===== src/sv/rpma_ram.sv =====
`default_nettype none
module rpma_ram #(
  parameter int W = 8,
  parameter int D = 4
) (
  input  wire logic                 clk,
  input  wire logic                 we,
  input  wire logic [$clog2(D)-1:0] waddr,
  input  wire logic [W-1:0]         wdata,
  input  wire logic [$clog2(D)-1:0] raddr,
  output logic      [W-1:0]         rdata
);

  logic [W-1:0] mem [D];

  // one write port, registered read
  always_ff @(posedge clk) begin
    if (we) begin
      mem[waddr] <= wdata;
    end
    rdata <= mem[raddr];
  end

endmodule
`default_nettype wire


===== config.mk =====
export PLATFORM = sky130hd
export DESIGN_NAME = rpma_ram
export DESIGN_NICKNAME = d
export VERILOG_FILES = /design/src/sv/rpma_ram.sv
export SDC_FILE = /design/constraint.sdc
export NUM_CORES = 1
export LEC_CHECK = 0
export ABC_CLOCK_PERIOD_IN_PS = 1200
export BUFFER_PORTS_ARGS = -buffer_cell sky130_fd_sc_hd__buf_2
export CAP_MARGIN = 20
export CORE_AREA = 2 2 98 62
export DETAILED_ROUTE_END_ITERATION = 8
export DIE_AREA = 0 0 100 64
export GPL_ROUTABILITY_DRIVEN = 1
export GPL_TIMING_DRIVEN = 0
export PLACE_DENSITY = 0.41
export REMOVE_ABC_BUFFERS = 1
export SLEW_MARGIN = 20
export SYNTH_ARGS = -nofsm -noshare
export SYNTH_HDL_FRONTEND = slang
export SYNTH_SLANG_ARGS = --single-unit

===== constraint.sdc =====
create_clock -name clk -period 1.2 [get_ports clk]
set_input_delay 0.12 -clock clk [delete_from_list [all_inputs] [get_ports clk]]
set_output_delay 0.12 -clock clk [all_outputs]
set_load 0.05 [all_outputs]

### Yosys cells after proc, flatten, opt, wreduce, memory -nomap -nowiden

Memory sizes are Yosys's and may differ from the RTL's. A register that Yosys moved wholly into a read port is not among the register bits.
Index checks and enable logic that the tools add are counted.

| word-level totals | value |
|---|---|
| register bits | 0 |
| RAM bits | 32 |
| input port bits | 14 |
| memories | 1 |

| operators by class | value |
|---|---|
| mux-type cells | 2 |

Memory list:

| name | depth | bits a word | read ports | clocked after memory_dff | wr ports | RTL line | text |
|---|---|---|---|---|---|---|---|
| mem | 4 | 8 | 1 | 1 | 1 | 14 | `logic [W-1:0] mem [D];` |

Operators by type and width:

| kind | number |
|---|---|
| $mux W1 | 2 |

### Longest topological paths before layout

Gate-level depths: netlist of the first run.

| depth | value |
|---|---|
| depth after elaboration | 2 |
| depth in mapped cells | 2 |
| depth with buffers taken out | 1 |

### Worst setup path after synthesis of the first run

Ideal clock, no wire load.

| timing path | value |
|---|---|
| kind | input-to-reg |
| from | input port waddr[0] |
| to | memory mem[0][0] (enable) |
| setup time | 385 ps |
| arrival time | 799 ps |
| setup slack | 16 ps |
| stages on the path | 1 |
| buffers on the path | 0 |
| path through | nor3b_1 |

RTL lines:

| item | RTL line | text |
|---|---|---|
| from (decl) | 8 | `input wire logic [$clog2(D)-1:0] waddr,` |
| to (decl) | 14 |  |

Straight into the memory's write port.

### Worst setup path after layout of the first run

| timing path | value |
|---|---|
| from | register rdata[0], read port of mem |
| to | output port rdata[0] |

RTL lines:

| item | RTL line | text |
|---|---|---|
| from (decl) | 11 | `output logic [W-1:0] rdata` |

No word-level cell between the ends.

==> results of run 1 <==
## layout by cell type (no fill, tap or decap)
| cell type | n |
|---|---|
| buf_4 | 1 |
| clkbuf_1 | 2 |
| dfxtp_1 | 8 |
| clkinv_1 | 1 |
| mux4_2 | 8 |
| and3_1 | 1 |
| clkbuf_8 | 5 |
| buf_2 | 21 |
| edfxtp_1 | 32 |
| and3b_1 | 2 |
| nor3b_2 | 1 |
## path summary, 6_finish.rpt
kind / startpoint / slack [ns] / depth (start not counted) / to
min: wdata[4] / 0.05 / 1 / mem[1][4]
min reg2reg: mem[2][6] / 0.56 / 1 / rdata[6]
max reg2reg: mem[3][5] / 0.24 / 1 / rdata[5]
max: rdata[0] / 0.21 / 1 / rdata[0]
## per-layer routing
layer | global-route usage | share of wire | routed length (um) | vias to the layer above
met4 | 0.0411 | 0.013 | 31 | 0
met2 | 0.117 | 0.46 | 1080 | 23
met1 | 0.104 | 0.44 | 1030 | 319
met5 | 0 | 0 | 0 | -
li1 | - | - | - | 276
met3 | 0.0405 | 0.081 | 188 | 5
## report_power, final
part           leakage, uW  switching, uW  internal [uW]  total, uW
Combinational     0.000162            164           77.8        241
Sequential        0.000361           16.3           1580       1600
Clock            0.0000399            425            404        830
## flip-flops by register name, indices dropped and copies added, names as in the netlist
register  count
rdata         8
mem          32
## final cells by class
type	count	area (sq um)
Fill cell	564	3850
Sequential cell	40	1120
Multi-Input combinational cell	12	216
Timing Repair Buffer	22	113
Tap cell	69	86.3
Clock buffer	7	76.3
Clock inverter	1	3.75
## logic make-up after synthesis
family | share of synthesized area
flip-flops | 0.831
multiplexers | 0.134
buffers and inverters | 0.0121
AND/OR/NAND/NOR | 0.0232
## metrics by stage
stage          instances  hold WS, ns
6_report             151       0.0485
5_1_grt              151       0.0387
4_1_cts              151       0.0367
3_5_place_dp         143        0.346
3_3_place_gp         142        0.332
2_1_floorplan         52        0.219
==> impl_metrics.py, run 1 <==
metrics = {
    "timing": {
        "setup-violations-final": 0,
        "grt_setup_unrepaired": "false",
        "relSlewSlack": 0.671,
        "fin_setup_tns_ns": 0,
        "hold_violations": 0,
        "final.setup.worst_slack_ns": 0.213,
        "finalCritPeriodShare": 0.823,
        "timing.fmax_ghz": 1.01,
        "worst_clock_skew_ns": 0.00381,
        "layout_min_cycle_time_ns": 0.987,
        "tightestPinTransition_ns": 0.493,
        "final_count_of_pins_violating_max_slew": 0,
    },
    "floorplan": {
        "fp.dieArea_sq_um": 6400,
        "die_height_um": 64,
        "rows": 21,
        "num_io_pins": 22,
        "placeableCoreArea_sq_um": 5470,
        "initial_utilization": 0.247,
        "die_w_um": 100,
    },
    "critical_path": {
        "kind_of_cell_adding_the_most_delay_to_the_critical_path": "flip-flops",
        "timing_worst_setup_path_type": "reg2out",
        "path_buf_inv": 1,
        "critical_path.startpoint_type": "flop",
        "endpoint_kind": "output port",
        "path_cells": "buf_2",
        "worst_path_largest_cell_delay_ns": 0.32,
        "wp_data_required_ns": 1.08,
        "timing.critical_path.slowest_stage_cell": "dfxtp_1",
        "critical_path_peak_fanout": 1,
        "crit_path_dat_ns": 0.87,
    },
    "drt": {
        "detailroute.via_count": 623,
        "drt-vias-per-instance": 4.13,
        "drc": 0,
        "antenna_violating_nets_post_route": 0,
        "finalWirelength_um": 2340,
        "firstDrtPassIters": 4,
        "drt-initial-drc-count": 8,
        "post_detailed_route_wirelength_per_cell_um": 15.5,
    },
    "run": {
        "max_cap_viol_count": 0,
    },
    "cts": {
        "post_cts_resized": 0,
        "cts.reportedPaths.clkPinSlew_ns": 0.07,
        "clock_latency_ns": 0.28,
        "htree_levels": 2,
        "cts-hold-fix-buffers": 0,
        "cts.repair_timing.setup_buffer_count": 0,
        "cts-buffers-inserted": 5,
        "clkSinkCount": 40,
        "clock_tree.buffer_depth": 2,
        "cts_tree": "yes",
        "ctsRootBufferMaster": "clkbuf_8",
    },
    "layout": {
        "final_design_area_no_fill_sq_um": 1620,
        "insertedDiodeCount": 0,
        "final_layout_size_suffix_gt1_frac": 0.439,
        "final_core_utilization": 0.296,
        "layout-area-overhead-vs-synth_pct": 19.9,
        "final_nets": 95,
    },
    "yosys": {
        "synth.yosys.seq_area_share": 0.831,
        "synthesis.yosys.warnings": 0,
        "ys_seq_elements": 40,
        "synth.most_common_cell": "edfxtp_1",
        "netlist_area_sq_um": 1350,
        "synth.lib_cells_used.distinct": 8,
        "ys_async_sr_fraction": 0,
        "synthesis.instances": 54,
        "netlist_top_cells_count": "edfxtp_1, dfxtp_1, mux4_2, and3b_1",
        "ys_dominant_reg_cell": "edfxtp_1",
        "netlist_top_cells_area": "edfxtp_1, mux4_2, dfxtp_1",
        "synth_largest_type_area_fraction": 0.712,
        "yosysTopAreaCell": "edfxtp_1",
        "postSynthAreaPerCell_sq_um": 25.0,
        "post_synth_edffs": 32,
    },
    "place": {
        "placedInstanceArea_sq_um": 1540,
        "port-buffer-count": 21,
        "pre_cts_slack_ns": 0.0350,
        "finalWeightedCongestion": 0.603,
    },
    "hold_path": {
        "holdCritPathClass": "in2reg",
    },
    "global_routing": {
        "initial_antenna_violation_count": 0,
        "number_of_global_route_vias_before_repair": 681,
        "grt_overflow": 0,
        "grt_max_degree": 12,
        "grt_util_all_layers": 0.0825,
        "grt_first_pass_wirelength_um": 3600,
    },
    "run_status": {
        "run_status": "complete, no violations",
    },
    "power_and_ir_drop": {
        "power_uw": 2670,
        "power_density_nw_per_um2": 1650,
        "power.static_leakage_uw": 0.000563,
        "vdd_drop_max_v": 0.000349,
    },
}
No activity file was read; power rests on OpenSTA's default activity.
==> run 2: changes to the inputs <==
--- a/config.mk
+++ b/config.mk
@@ -5,15 +5,16 @@
 export SDC_FILE = /design/constraint.sdc
 export NUM_CORES = 1
 export LEC_CHECK = 0
-export ABC_CLOCK_PERIOD_IN_PS = 1200
+export ABC_AREA = 1
+export ABC_CLOCK_PERIOD_IN_PS = 800
 export BUFFER_PORTS_ARGS = -buffer_cell sky130_fd_sc_hd__buf_2
 export CAP_MARGIN = 20
-export CORE_AREA = 2 2 98 62
+export CORE_AREA = 2 2 105 66
 export DETAILED_ROUTE_END_ITERATION = 8
-export DIE_AREA = 0 0 100 64
+export DIE_AREA = 0 0 107 68
 export GPL_ROUTABILITY_DRIVEN = 1
 export GPL_TIMING_DRIVEN = 0
-export PLACE_DENSITY = 0.41
+export PLACE_DENSITY = 0.4
 export REMOVE_ABC_BUFFERS = 1
 export SLEW_MARGIN = 20
 export SYNTH_ARGS = -nofsm -noshare
==> constraint.sdc (replaced) <==
create_clock -name clk -period 0.8 [get_ports clk]
set_input_delay 0.08 -clock clk [delete_from_list [all_inputs] [get_ports clk]]
set_output_delay 0.08 -clock clk [all_outputs]
set_load 0.05 [all_outputs]
==> run 2 against run 1 <==
Compared with the run above:
- the flow now finishes with violations (negative setup slack)
- sequential cell count is the same
- combinational power rose by 130%
- critical endpoint is now rdata[6]
- core utilization is 2.2 points higher
- via count grew 58%
- clock power increased by 52%
- worst setup slack lost 0.26 ns
==> impl_metrics.py, run 2 <==
metrics = {
    "critical_path": {
        "timing.critical_path.slowest_stage_cell": "dfxtp_2",
        "crit_path_start": "rdata[6]",
        "path_cells": "buf_8",
        "timing_worst_setup_path_type": "reg2out",
        "critical_path_peak_fanout": 1,
        "crit_path_dat_ns": 0.77,
        "kind_of_cell_adding_the_most_delay_to_the_critical_path": "flip-flops",
        "path_buf_inv": 1,
        "critical_path.reg2reg.startpoint": "mem[3][2]",
        "wp_data_required_ns": 0.72,
        "endpoint_kind": "output port",
        "critical_path.startpoint_type": "flop",
        "worst_r2r_path_depth": 4,
        "timing.critical_path.depth": 1,
        "worst_path_largest_cell_delay_ns": 0.34,
    },
    "cts": {
        "htree_levels": 2,
        "cts_tree": "yes",
        "ctsRootBufferMaster": "clkbuf_8",
        "clock_latency_ns": 0.29,
        "clkSinkCount": 40,
        "cts.reportedPaths.clkPinSlew_ns": 0.07,
        "clock_tree.buffer_depth": 2,
        "cts-buffers-inserted": 5,
    },
    "power_and_ir_drop": {
        "power_density_nw_per_um2": 2070,
        "power.static_leakage_uw": 0.000904,
        "vdd_drop_max_v": 0.000648,
    },
    "global_routing": {
        "grt_overflow": 0,
        "number_of_global_route_vias_before_repair": 973,
        "initial_antenna_violation_count": 0,
        "grt_max_degree": 18,
        "grt_first_pass_wirelength_um": 4640,
        "grt_util_all_layers": 0.0917,
    },
    "layout": {
        "final_layout_size_suffix_gt1_frac": 0.260,
        "insertedDiodeCount": 0,
        "top_library_cells_by_usage_in_the_layout_fill_and_taps_aside": "nand2_1, inv_1, edfxtp_1, nand3_1, buf_2",
        "final_core_utilization": 0.318,
        "max_flop_register": "mem",
        "final_standard_cell_count_with_taps_included_and_fillers_excluded": 260,
        "final_design_area_no_fill_sq_um": 2040,
        "largest_register_ff_count": 32,
        "mostFrequentLayoutCell": "nand2_1",
        "final_nets": 186,
        "largest_registers": "mem x32, rdata x8",
        "fill_cells": 657,
        "layout-area-overhead-vs-synth_pct": 31.9,
    },
    "run": {
        "max_cap_viol_count": 0,
    },
    "floorplan": {
        "die_height_um": 68,
        "fp.dieArea_sq_um": 7280,
        "num_io_pins": 22,
        "die_w_um": 107,
        "initial_utilization": 0.241,
        "rows": 23,
        "placeableCoreArea_sq_um": 6420,
    },
    "drt": {
        "topRoutingLayerUsed": "met4",
        "firstDrtPassIters": 4,
        "met1Wirelength_um": 1400,
        "detailroute.via_count": 987,
        "drc": 0,
        "met3_layer_wire_length_in_the_routed_design_um": 164,
        "drt-initial-drc-count": 14,
        "finalWirelength_um": 2970,
        "met2_wirelength_um": 1370,
        "drt-vias-per-instance": 3.80,
        "post_detailed_route_wirelength_per_cell_um": 11.4,
        "antenna_violating_nets_post_route": 0,
    },
    "yosys": {
        "synth.yosys.seq_area_share": 0.724,
        "ys_dominant_reg_cell": "edfxtp_1",
        "netlist_area_sq_um": 1550,
        "netlist_top_cells_count": "nand2_1, inv_1, edfxtp_1, nand3_1, dfxtp_1",
        "synth_largest_type_area_fraction": 0.621,
        "yosysTopAreaCell": "edfxtp_1",
        "netlist_top_cells_area": "edfxtp_1, dfxtp_1, nand2_1",
        "synthesis.yosys.warnings": 0,
        "post_synth_edffs": 32,
        "ys_async_sr_fraction": 0,
        "postSynthAreaPerCell_sq_um": 11.0,
        "synth.most_common_cell": "nand2_1",
        "synth.lib_cells_used.distinct": 10,
        "ys_seq_elements": 40,
        "synthesis.instances": 141,
    },
    "timing": {
        "tightestPinTransition_ns": 0.360,
        "grt_setup_unrepaired": "true",
        "relSlewSlack": 0.760,
        "final_count_of_pins_violating_max_slew": 0,
        "layout_min_cycle_time_ns": 0.850,
        "finalCritPeriodShare": 1.06,
        "timing.fmax_ghz": 1.18,
        "setup-violations-final": 8,
        "worst_clock_skew_ns": 0.00291,
        "final.setup.worst_slack_ns": -0.0500,
        "hold_violations": 0,
    },
    "place": {
        "finalWeightedCongestion": 0.666,
        "port-buffer-count": 21,
        "placed_cells": 246,
        "pre_cts_slack_ns": -0.616,
        "placedInstanceArea_sq_um": 1750,
        "dp.final_hpwl_um": 1990,
    },
    "hold_path": {
        "holdCritPathClass": "in2reg",
        "hp-start": "wdata[1]",
        "hold_depth": 1,
    },
    "run_status": {
        "failed_checks": "negative setup slack",
        "run_status": "finished, violations left",
    },
}
-- run 2: cell types whose count changed in the layout (fill, tap and decap cells not counted), sizes merged, moves of 2 or more --
cell / change
inv: +37
dlygate4sd3: +2
and3b: -2
nand2: +40
nand3: +16
buf: +4
mux4: -8
nor3: +4
-- run 2: path summary, 6_finish.rpt --
path,slack [ns],end
setup / recovery,-0.05,rdata[6]
hold / removal,0.01,mem[3][1]
setup reg to reg,0.08,rdata[2]
hold reg to reg,0.54,rdata[4]
-- run 2: cells by family (layout without fill, tap and decap cells) --
logic type / count (synthesis) / after routing / synth area share
flip-flops: 40 / 40 / 0.724
AND/OR/NAND/NOR: 60 / 60 / 0.162
buffers and inverters: 41 / 73 / 0.114
-- run 2: area by class of cell --
class	count	area, sq um	area share
flip-flops and latches	40	1130	0.554
multi-input cells	60	295	0.145
repair buffers	28	280	0.137
inverters	37	141	0.0693
well taps	87	109	0.0533
clock buffers	6	72.6	0.0356
clock inverters	2	11.3	0.00552
-- run 2: routing by layer --
metal | GRT usage | vias up
li1 | - | 498
met1 | 0.105 | 463
met2 | 0.156 | 21
met3 | 0.0400 | 5
met4 | 0.0341 | 0
met5 | 0 | -
-- run 2: repair_timing --
| action | CTS | global route |
|---|---|---|
| gates resized for setup | 33 | 3 |
| setup endpoints to repair | 38 | 8 |
| pin swaps | 4 | 0 |
| gates cloned | 0 | 0 |
| buffers inserted | 4 | 0 |
| endpoints found under the hold margin | 8 | 0 |
| hold buffers | 2 | 0 |
-- run 2: power breakdown --
group,leakage (uW),internal (uW),switching (uW)
registers,0.000362,2380,41.6
clock network,0.0000388,604,657
logic,0.000504,215,337
total,0.000904,3200,1040
-- run 2: per-stage QoR --
stage / TNS [ns] / total power [uW] / hold slack [ns]
floorplan: -10.52 / 2710 / 0.179
global placement: -30.73 / 2850 / 0.287
detailed placement: -16.32 / 2880 / 0.301
CTS: -0.428 / 4270 / 0.000997
global route: -0.562 / 4430 / 0.00403
finish: -0.318 / 4230 / 0.0102
